**config.mk**
```make
export PLATFORM = sky130hd
export DESIGN_NAME = psabc_ctrl
export DESIGN_NICKNAME = d
export VERILOG_FILES = /design/src/hdl/psabc_pkg.sv /design/src/hdl/psabc_ctrl.sv
export SDC_FILE = /design/constraint.sdc
export NUM_CORES = 1
export LEC_CHECK = 0
export BUFFER_PORTS_ARGS = -buffer_cell sky130_fd_sc_hd__buf_2
export CORE_AREA = 3 3 40 42
export CTS_CLUSTER_DIAMETER = 40
export CTS_CLUSTER_SIZE = 12
export DETAILED_ROUTE_END_ITERATION = 8
export DIE_AREA = 0 0 43 45
export HOLD_SLACK_MARGIN = 0.05
export SYNTH_ARGS = -nofsm -noshare
export SYNTH_HDL_FRONTEND = slang
export SYNTH_SLANG_ARGS = --single-unit
```
**constraint.sdc**
```tcl
create_clock -name i_clk -period 1.1 [get_ports i_clk]
set_clock_uncertainty 0.05 [all_clocks]
set_input_delay 0.165 -clock i_clk [delete_from_list [all_inputs] [get_ports i_clk]]
set_output_delay 0.165 -clock i_clk [all_outputs]
set_load 0.05 [all_outputs]
```
**src/hdl/psabc_pkg.sv**
```systemverilog
// Package for the SYN/ARP/blacklist frame classifier.
// Holds the controller/datapath command and status types and the Host matcher.
// No dependencies.
`timescale 1ns / 1ps
package psabc_pkg;

    localparam int PAT_LEN = 22;
    localparam logic [15:0] ETYPE_IPV4 = 16'h0800;
    localparam logic [15:0] ETYPE_ARP  = 16'h0806;
    localparam logic [7:0]  PROTO_TCP  = 8'd6;
    localparam logic [5:0]  FLAGS_SYN  = 6'h02;
    localparam logic [15:0] PORT_RESET = 16'd80;

    // Blacklisted Host strings, first character in the top byte
    localparam logic [8*PAT_LEN-1:0] PAT_A = {"Host: www.goo", "gle.co.uk"};
    localparam logic [8*PAT_LEN-1:0] PAT_B = {"Host: www.face", "book.com"};

    // Commands from the controller to the datapath
    typedef struct packed {
        logic take;     // byte transfer
        logic eval;     // end of frame: latch results, bump counters
        logic rd;       // read table entry at search index
        logic step;     // advance search index
        logic insert;   // store the SYN source (or flag full)
    } t_dp_cmd;

    // Status from the datapath
    typedef struct packed {
        logic syn_now;  // finished frame is a pure SYN
        logic cnt_zero; // table empty
        logic hit;      // read entry equals SYN source
        logic idx_end;  // read entry was the last stored one
    } t_dp_sts;

    function automatic logic [7:0] pat_char(input logic [8*PAT_LEN-1:0] pat, input int idx);
        return pat[8*PAT_LEN-1-8*idx -: 8];
    endfunction

    // Longest pattern prefix that ends the matched text extended by c
    function automatic logic [4:0] match_next(input logic [8*PAT_LEN-1:0] pat,
                                              input logic [4:0] k_in,
                                              input logic [7:0] c);
        int  k;
        logic ok;
        logic found;
        logic [4:0] res;
        k = (k_in >= 5'(PAT_LEN)) ? 0 : int'(k_in);
        res = '0;
        found = 1'b0;
        if (pat_char(pat, k) == c) begin
            res = 5'(k + 1);
        end else begin
            for (int j = PAT_LEN - 1; j >= 1; j--) begin
                if (!found && j <= k) begin
                    ok = (pat_char(pat, j - 1) == c);
                    for (int i = 0; i < PAT_LEN - 1; i++) begin
                        if (i + 1 < j && pat_char(pat, i) != pat_char(pat, k - j + 1 + i))
                            ok = 1'b0;
                    end
                    if (ok) begin
                        res = 5'(j);
                        found = 1'b1;
                    end
                end
            end
        end
        return res;
    endfunction

endpackage

```
**src/hdl/psabc_ctrl.sv**
```systemverilog
// Controller state machine of the frame classifier.
// Depends on psabc_pkg for the command and status types.
`timescale 1ns / 1ps
module psabc_ctrl (
    input  logic              i_clk,
    input  logic              i_rst_n,
    input  logic              i_valid,
    input  logic              i_last_byte,
    output logic              o_ready,
    output logic              o_valid,
    input  logic              i_ready,
    output psabc_pkg::t_dp_cmd o_cmd,
    input  psabc_pkg::t_dp_sts i_sts
);
    import psabc_pkg::*;

    localparam logic [2:0] S_PARSE  = 3'd0;
    localparam logic [2:0] S_EVAL   = 3'd1;
    localparam logic [2:0] S_READ   = 3'd2;
    localparam logic [2:0] S_CMP    = 3'd3;
    localparam logic [2:0] S_INSERT = 3'd4;
    localparam logic [2:0] S_RESULT = 3'd5;

    logic [2:0] r_state, n_state;

    always_ff @(posedge i_clk) begin
        if (!i_rst_n) r_state <= S_PARSE;
        else          r_state <= n_state;
    end

    // Next state and commands
    always_comb begin
        n_state = r_state;
        o_cmd   = '0;
        o_ready = 1'b0;
        o_valid = 1'b0;
        case (r_state)
            S_PARSE: begin
                o_ready = 1'b1;
                if (i_valid) begin
                    o_cmd.take = 1'b1;
                    if (i_last_byte) n_state = S_EVAL;
                end
            end
            S_EVAL: begin
                o_cmd.eval = 1'b1;
                if (!i_sts.syn_now)      n_state = S_RESULT;
                else if (i_sts.cnt_zero) n_state = S_INSERT;
                else                     n_state = S_READ;
            end
            S_READ: begin
                o_cmd.rd = 1'b1;
                n_state  = S_CMP;
            end
            S_CMP: begin
                if (i_sts.hit)          n_state = S_RESULT;
                else if (i_sts.idx_end) n_state = S_INSERT;
                else begin
                    o_cmd.step = 1'b1;
                    n_state    = S_READ;
                end
            end
            S_INSERT: begin
                o_cmd.insert = 1'b1;
                n_state      = S_RESULT;
            end
            S_RESULT: begin
                o_valid = 1'b1;
                if (i_ready) n_state = S_PARSE;
            end
            default: n_state = S_PARSE;
        endcase
    end
endmodule

```
==> metrics.md, run 1 <==
| Metric | Value |
|---|---|
| Port Buffers | `15` |
| Critical path class | `flop to output pin` |
| Placed cell area | `between 400 and 500 um^2` |
| Most frequent cells in the layout | `buf_2, buf_6, buf_8, buf_4` |
| Post-synthesis area per instance | `approximately 8.4 um^2` |
| Layout area overhead | `127%` |
| Share of cells above drive strength 1 | `about 72%` |
| H-tree levels | `1` |
| Period utilisation layout | `129%` |
| Distinct cells, synth | `21` |
| LEAKAGE | `0.286 nW` |
| Floorplan core area | `1280 um^2` |
| # fillers | `~120` |
| Pint | `~0.56 mW` |
| Failing checks | `negative setup slack` |
| Grt ovf | `0` |
| Synth Cell Area | `about 260 um^2` |
| Biggest regs | `r_state (3)` |
| Hold Buf Count CTS | `0` |
| Hpwl dp | `592 um` |
| Worst VDD drop | `~900 uV` |
| Final Hold Fails | `0` |
| Layout Cells excl Fill | `between 70 and 80` |
| WP buf/inv | `2` |
| Power density over cell area | `roughly 1500 nW/um^2` |
| Flop pwr share | `about 17%` |
| Reg area | `roughly 70 um^2` |
| Reg with most FFs | `r_state` |
| Clk pin slew, worst setup/hold paths | `0.04 ns` |
| Unrepaired setup endpoints after global routing | `true` |
| Mapped Cells | `31` |
| Multi-input logic area | `approximately 230 um^2` |
| FP Rows | `13` |
| Hold Path Depth | `2` |
| Gr usage total | `approximately an eighth` |
| Critical path origin | `r_state[2]$_SDFFE_PN0P_` |
| Die X-Extent | `43 um` |
| Worst slack, placed | `-0.202 ns` |
| Die height | `about 45 um` |
| I/O pin cnt | `16` |
| Design area | `588 um^2` |
| Critical path startpoint category | `flop` |
| Worst R2R Setup Slack | `-0.12 ns` |
| CP max FO | `4` |
| Commonest non-fill, non-tap cell in the layout | `buf_2` |
| Worst Hold Class | `input port to flop` |
| N_diodes | `0` |
| Final antenna-violating net count | `0` |
| R2r worst-path depth | `4` |
| Vias in the first global route | `around 350` |
| Max-Cap Viols | `0` |
| Num Clock Sinks | `3` |
| Final layout net count | `68` |
| Measured slew at the worst slew-check pin | `around 0.18 ns` |
| Reg2reg start | `r_state[2]$_SDFFE_PN0P_` |
| Worst Setup EP | `o_cmd[2]` |
| Critical path cell sequence | `and2b_2 -> buf_4 -> nor2b_4 -> buf_8` |
| Slowest-stage cell, CP | `dfxtp_4` |
| Worst skew pair latency | `0.23 ns` |
| Outcome | `finished, violations left` |
| Post-synthesis sequential area ratio | `between 20% and 30%` |
| Net Sw Power | `0.353 mW` |
| Max FFs per register | `3` |
| Min Clock Period, post-route | `1.42 ns` |
| Final worst slack | `-0.318 ns` |
| Final Max Slew Viols | `0` |
| Root Buffer | `clkbuf_4` |
| Stages on the worst setup path | `4` |
| Synth warn | `0` |
| Starting density of the core | `20.2%` |
| TritonCTS clock tree | `built` |
| Via density | `between 4 and 5` |
| CTS max path bufs | `2` |
| Clock share of power | `21.4%` |
| Synth Register Bits | `3` |
| Largest net degree at the start of global routing | `6` |
| Final Util | `a little under half` |
| Crit path DAT | `about 1.2 ns` |
| First-pass GRT wire length | `about 1600 um` |
| RD Place Congestion | `about 0.75` |
| CP max stage delay | `0.35 ns` |
| Post-Route WL | `886 um` |
| Setup violators final | `9` |
| CP top delay family | `flip-flops` |
| CTS Buf Count | `3` |
| Required @ worst endpoint | `roughly 0.88 ns` |
| Reg-to-Reg End | `r_state[2]$_SDFFE_PN0P_` |
| FMAX | `0.705 GHz` |
| Post-Syn Nets | `40` |
| Initial antenna violation count | `0` |
| Placed insts | `64` |
| Power share of the combinational group | `approximately 60%` |
| Worst rel slew slack | `about nine tenths` |
| Sw frac | `38.9%` |
| Vias after detailed routing | `between 300 and 400` |
| Setup crit end kind | `output pin` |
| DIE AREA | `1940 um^2` |
| 1st-iter DRT viols | `5` |
| Hold_sp | `i_rst_n` |
| DRC errors left | `0` |
| DR pass1 iterations | `4` |
| Wire per inst | `roughly 12 um` |
[synthesized netlist by cell type, drive strengths merged]
master | n | share of area [%]
buf | 2 | 7.2
o31ai | 1 | 2.9
and2 | 2 | 5.3
o31a | 1 | 3.4
o211a | 2 | 7.7
a21boi | 1 | 2.9
nand4b | 1 | 3.4
and2b | 2 | 6.8
o21ai | 2 | 3.9
o311a | 1 | 3.9
nor3 | 2 | 5.8
nor2b | 2 | 5.8
nor3b | 2 | 5.8
dfxtp | 3 | 23
nand2 | 4 | 5.8
inv | 2 | 2.9
a32oi | 1 | 3.4
[cell type report]
type,instances,share of cell area (%)
sequential,3,12.1
inverter,2,1.28
timing repair buffer,25,39.4
tap,15,3.19
clock buffer,4,4.47
multi-input combinational,24,39.6
[power groups by stage]
stage	Sequential [mW]	Clock [mW]	Combinational, mW
3_3_place_gp	0.158	0	0.384
2_1_floorplan	0.138	0	0.315
6_report	0.158	0.195	0.556
3_5_place_dp	0.159	0	0.384
5_1_grt	0.161	0.219	0.591
4_1_cts	0.155	0.210	0.490
[through the flow]
step	hold slack, ns	power (mW)	setup TNS (ns)
2_1_floorplan	0.243	0.453	-1.60
3_3_place_gp	0.391	0.542	-1.03
3_5_place_dp	0.394	0.543	-1.04
4_1_cts	0.127	0.856	-1.78
5_1_grt	0.142	0.971	-2.59
6_report	0.152	0.908	-2.05
[routing by layer]
metal	vias to the layer above	GRT usage [%]	wire, um
met3	2	6.37	43
met5	-	0	0
met1	160	14.0	366
met4	0	5.42	17
met2	13	17.1	458
li1	167	-	-
[what timing repair did]
item                                   CTS  global route
resized for setup                       26             7
buffers inserted                         2             3
setup endpoints to repair               10            10
endpoints found under the hold margin    0             0
pin swaps                                5             4
[cell families after synthesis]
group	Yosys count	share of synthesized area, %
compound gates	9	28.0
buf+inv	4	10.1
simple gates	15	38.6
flops	3	23.2
[worst min-delay path by stage]
| stage | end | slack, ns |
|---|---|---|
| after global routing | r_state[2]$_SDFFE_PN0P_ | 0.14 |
| final | r_state[2]$_SDFFE_PN0P_ | 0.15 |
| after global placement | r_state[2]$_SDFFE_PN0P_ | 0.39 |
| after floorplan | r_state[2]$_SDFFE_PN0P_ | 0.24 |
| after CTS | r_state[2]$_SDFFE_PN0P_ | 0.13 |
| after detailed placement | r_state[2]$_SDFFE_PN0P_ | 0.39 |
Power figures use the tool's default switching activity.
==> run 2, diff against run 1 <==
CELL_PAD_IN_SITES_DETAIL_PLACEMENT = 1   (was not set)
CELL_PAD_IN_SITES_GLOBAL_PLACEMENT = 2   (was not set)
CORE_AREA = 3 3 44 46   (was 3 3 40 42)
DIE_AREA = 0 0 47 49   (was 0 0 43 45)
PLACE_DENSITY_LB_ADDON = 0.2   (was not set)
==> metrics.md, run 2 (synthesized netlist as in run 1, its figures left out) <==
| Metric | Value |
|---|---|
| CP max stage delay | `around 0.34 ns` |
| Vias in the first global route | `~350` |
| LEAKAGE | `0.266 nW` |
| Min Clock Period, post-route | `1.39 ns` |
| Num Clock Sinks | `3` |
| 1st-iter DRT viols | `3` |
| Reg area | `about 69 um^2` |
| Commonest non-fill, non-tap cell in the layout | `buf_2` |
| Setup_tns | `-2.01 ns` |
| Failing checks | `negative setup slack` |
| Worst VDD drop | `557 uV` |
| Measured slew at the worst slew-check pin | `0.219 ns` |
| CTS max path bufs | `2` |
| Worst rel slew slack | `between 80% and 90%` |
| Reg with most FFs | `r_state` |
| Initial antenna violation count | `0` |
| Worst Hold Class | `input port to flop` |
| Floorplan core area | `about 1500 um^2` |
| Die X-Extent | `roughly 47 um` |
| Multi-input logic area | `219 um^2` |
| CP max FO | `5` |
| FP Rows | `14` |
| Unrepaired setup endpoints after global routing | `true` |
| Setup violators final | `9` |
| WP buf/inv | `1` |
| Period utilisation layout | `126%` |
| First-pass GRT wire length | `roughly 1500 um` |
| DRC errors left | `0` |
| Root Buffer | `clkbuf_4` |
| DIE AREA | `2300 um^2` |
| Max FFs per register | `3` |
| Power density over cell area | `about 1600 nW/um^2` |
| CTS Buf Count | `3` |
| Hold Buf Count CTS | `0` |
| Vias after detailed routing | `approximately 320` |
| Final Max Slew Viols | `0` |
| Hpwl dp | `~680 um` |
| Biggest regs | `r_state (3)` |
| Via density | `4.56` |
| Starting density of the core | `between 10% and 20%` |
| Die height | `49 um` |
| Final worst slack | `-0.288 ns` |
| Critical path class | `flop to output pin` |
| Design area | `approximately 560 um^2` |
| Outcome | `finished, violations left` |
| FMAX | `~0.72 GHz` |
| Clk pin slew, worst setup/hold paths | `0.04 ns` |
| Worst skew pair latency | `approximately 0.24 ns` |
| Placed cell area | `437 um^2` |
| Layout area overhead | `116%` |
| RD Place Congestion | `just over 0.7` |
| Slowest-stage cell, CP | `dfxtp_2` |
| Most frequent cells in the layout | `buf_2, buf_6, buf_8` |
| I/O pin cnt | `16` |
| TritonCTS clock tree | `built` |
| Required @ worst endpoint | `between 0.8 and 0.9 ns` |
| DR pass1 iterations | `4` |
| H-tree levels | `1` |
| Final layout net count | `65` |
| Crit path DAT | `1.17 ns` |
| Critical path cell sequence | `and2b_2 -> nand2_2 -> nor3_4 -> buf_6` |
| Share of cells above drive strength 1 | `70.9%` |
| Final antenna-violating net count | `0` |
| N_diodes | `0` |
| Port Buffers | `15` |
| CP top delay family | `simple AND/OR/NAND/NOR gates` |
| Gr usage total | `between 9 and 10%` |
| Setup crit end kind | `output pin` |
| Wire per inst | `about 13 um` |
| Post-Route WL | `around 910 um` |
| Max-Cap Viols | `0` |
| Worst R2R Setup Slack | `-0.15 ns` |
| Largest net degree at the start of global routing | `7` |
| Grt ovf | `0` |
| # fillers | `around 190` |
| Final Hold Fails | `0` |
| Critical path startpoint category | `flop` |
| Overall power after layout | `slightly below 0.9 mW` |
-- run 2: final cells by class --
type / count / area share (%)
clock buffer: 4 / 4.70
inverter: 2 / 1.34
multi-input combinational: 24 / 39.1
sequential: 3 / 12.3
tap: 16 / 3.58
timing repair buffer: 22 / 38.9
-- run 2: path summary, 6_finish.rpt --
path / from / endpoint / cells past startpoint
max reg2reg: r_state[2]$_SDFFE_PN0P_ / r_state[2]$_SDFFE_PN0P_ / 3
max: r_state[2]$_SDFFE_PN0P_ / o_cmd[1] / 4
min: i_rst_n / r_state[2]$_SDFFE_PN0P_ / 2
min reg2reg: r_state[2]$_SDFFE_PN0P_ / r_state[1]$_SDFFE_PN0P_ / 2
-- run 2: timing repair --
item                                    CTS  global route
setup buffers                             2             1
pin swaps                                 6             3
gates resized for setup                  29             1
endpoints found under the setup margin   10            10
-- run 2: through the flow --
| stage | cells | hold slack (ns) | utilization (%) | setup WS, ns |
|---|---|---|---|---|
| 5_1_grt | 71 | 0.137 | 36.3 | -0.347 |
| 4_1_cts | 71 | 0.130 | 36.3 | -0.298 |
| 2_1_floorplan | 31 | 0.243 | - | -0.364 |
| 6_report | 71 | 0.142 | 36.3 | -0.288 |
| 3_3_place_gp | 66 | 0.399 | 28.3 | -0.196 |
| 3_5_place_dp | 66 | 0.392 | 28.3 | -0.196 |
-- run 2: report_power, final --
group | internal, mW | switching (mW) | leakage (nW)
clock | 0.137 | 0.0686 | 0.0150
sequential | 0.129 | 0.0244 | 0.0264
combinational | 0.267 | 0.264 | 0.225
total | 0.533 | 0.357 | 0.266
-- run 2: layer usage --
| layer | share of wire (%) | GRT usage [%] | wire, um | up-vias |
|---|---|---|---|---|
| met5 | 0 | 0 | 0 | - |
| met1 | 44 | 11.0 | 403 | 150 |
| met4 | 1.5 | 4.15 | 14 | 0 |
| met2 | 47 | 12.9 | 428 | 12 |
| met3 | 6.9 | 5.54 | 63 | 3 |
| li1 | - | - | - | 159 |
==> run 3, diff against run 2 <==
CORE_AREA = 3 3 40 42   (was 3 3 44 46)
DIE_AREA = 0 0 43 45   (was 0 0 47 49)
clock period = 1.7 ns   (was 1.1 ns; I/O delays follow)
==> metrics.md, run 3 (synthesized netlist as in run 1, its figures left out) <==
| Metric | Value |
|---|---|
| H-tree levels | `1` |
| Layout area overhead | `52.2%` |
| Clk pin slew, worst setup/hold paths | `around 0.040 ns` |
| Measured slew at the worst slew-check pin | `~0.25 ns` |
| Biggest regs | `r_state (3)` |
| DIE AREA | `1940 um^2` |
| R2r worst-path depth | `3` |
| Crit path DAT | `1.30 ns` |
| Outcome | `completed` |
| Setup crit end kind | `output pin` |
| Die X-Extent | `43 um` |
| CP top delay family | `buffers and inverters` |
| Die height | `roughly 45 um` |
| Via density | `approximately 4.7` |
| Post-Route WL | `816 um` |
| N_diodes | `0` |
| Final Max Slew Viols | `0` |
| 1st-iter DRT viols | `0` |
| Worst R2R Setup Slack | `slightly below 0.5 ns` |
| Setup bufs post-CTS | `0` |
| Vias in the first global route | `roughly 330` |
| Port Buffers | `15` |
| Reg2reg start | `r_state[2]$_SDFFE_PN0P_` |
| CP max stage delay | `about 0.3 ns` |
| LEAKAGE | `approximately 0.21 nW` |
| Max FFs per register | `3` |
| Critical path cell sequence | `buf_4 -> nor3_4 -> and2_2 -> buf_2` |
| Max-Cap Viols | `0` |
| First-pass GRT wire length | `about 1400 um` |
| Final antenna-violating net count | `0` |
| CTS Buf Count | `3` |
| Critical path class | `flop to output pin` |
| CP max FO | `8` |
| FP Rows | `13` |
| Most frequent cells in the layout | `buf_2, nand2_1, clkbuf_4` |
| Final layout net count | `60` |
| Hold Path Depth | `2` |
| Worst VDD drop | `between 500 and 600 uV` |
| Largest net degree at the start of global routing | `11` |
| Num Clock Sinks | `3` |
| DRC errors left | `0` |
| Hold Buf Count CTS | `0` |
| Starting density of the core | `approximately a fifth` |
| Worst rel slew slack | `83.4%` |
| Unrepaired setup endpoints after global routing | `false` |
| Worst Hold Class | `input port to flop` |
| Reg-to-Reg End | `r_state[2]$_SDFFE_PN0P_` |
| Post-cts sizing count | `1` |
| Hold_sp | `i_rst_n` |
| Sink of the worst hold path | `r_state[2]$_SDFFE_PN0P_` |
| Period utilisation layout | `a little over nine tenths` |
| DR pass1 iterations | `1` |
| Initial antenna violation count | `0` |
| Reg with most FFs | `r_state` |
| Gr usage total | `10.2%` |
| Min Clock Period, post-route | `~1.6 ns` |
| Critical path startpoint category | `flop` |
| Final Hold Fails | `0` |
| CTS max path bufs | `2` |
| Vias after detailed routing | `roughly 310` |
| Floorplan core area | `1280 um^2` |
| Setup violators final | `0` |
| Stages on the worst setup path | `4` |
| Root Buffer | `clkbuf_4` |
| Hold WS | `~0.22 ns` |
| Power density over cell area | `between 1000 and 1500 nW/um^2` |
| FMAX | `approximately 0.62 GHz` |
| Grt ovf | `0` |
| Worst skew pair latency | `0.24 ns` |
| Hpwl dp | `between 600 and 700 um` |
| Setup_tns | `0 ns` |
| TritonCTS clock tree | `built` |
| Commonest non-fill, non-tap cell in the layout | `buf_2` |
| Required @ worst endpoint | `about 1.4 ns` |
| Slowest-stage cell, CP | `dfxtp_1` |
| I/O pin cnt | `16` |
| Wire per inst | `12.6 um` |
| RD Place Congestion | `between 0.6 and 0.7` |
| Share of cells above drive strength 1 | `between 50 and 60%` |
| WP buf/inv | `2` |
## run 3: cell types whose count changed in the layout (fill, tap and decap cells not counted), sizes merged
cell  delta
buf      -5
## run 3: worst reg2reg max path: stages (launching register included)
cell     delay [ns]
dfxtp_2        0.43
and2b_2        0.26
o211a_1        0.13
o31a_1         0.23
## run 3: final cells by class
class,count,area (um^2)
clock buffers,4,26.3
inverters,2,7.51
multi-input cells,24,190
fillers,164,891
flip-flops and latches,3,61.3
well taps,15,18.8
repair buffers,17,90.1
## run 3: metrics by stage
step	power, mW	std cells	worst slack, ns	area [um^2]	util [%]
after CTS	0.457	65	0.0757	394	30.7
after detailed placement	0.318	61	0.273	367	28.5
after global routing	0.476	65	0.0171	394	30.7
final	0.447	65	0.0986	394	30.7
after floorplan	0.272	31	0.00916	277	-
after global placement	0.315	61	0.302	367	28.5
## run 3: how the worst max path moves through the flow
stage	start	end	slack (ns)
finish	r_state[0]$_SDFFE_PN0P_	o_cmd[4]	0.1
global placement	r_state[2]$_SDFFE_PN0P_	o_cmd[2]	0.30
global route	r_state[0]$_SDFFE_PN0P_	o_cmd[4]	0.02
floorplan	r_state[1]$_SDFFE_PN0P_	o_cmd[2]	0.009
detailed placement	r_state[2]$_SDFFE_PN0P_	o_cmd[2]	0.27
CTS	r_state[1]$_SDFFE_PN0P_	o_cmd[4]	0.08
## run 3: metal layers
| metal | vias to the layer above | GRT usage (%) | wire [um] |
|---|---|---|---|
| li1 | 150 | - | - |
| met3 | 2 | 2.39 | 74 |
| met5 | - | 0 | 0 |
| met2 | 15 | 15.9 | 398 |
| met4 | 0 | 12.7 | 20 |
| met1 | 140 | 10.3 | 322 |
## run 3: report_power, final
part	switching, mW	internal, mW	total, mW	leakage (nW)
Combinational	0.143	0.0758	0.218	0.172
Sequential	0.0158	0.0821	0.0979	0.0250
Clock	0.0428	0.0883	0.131	0.0150
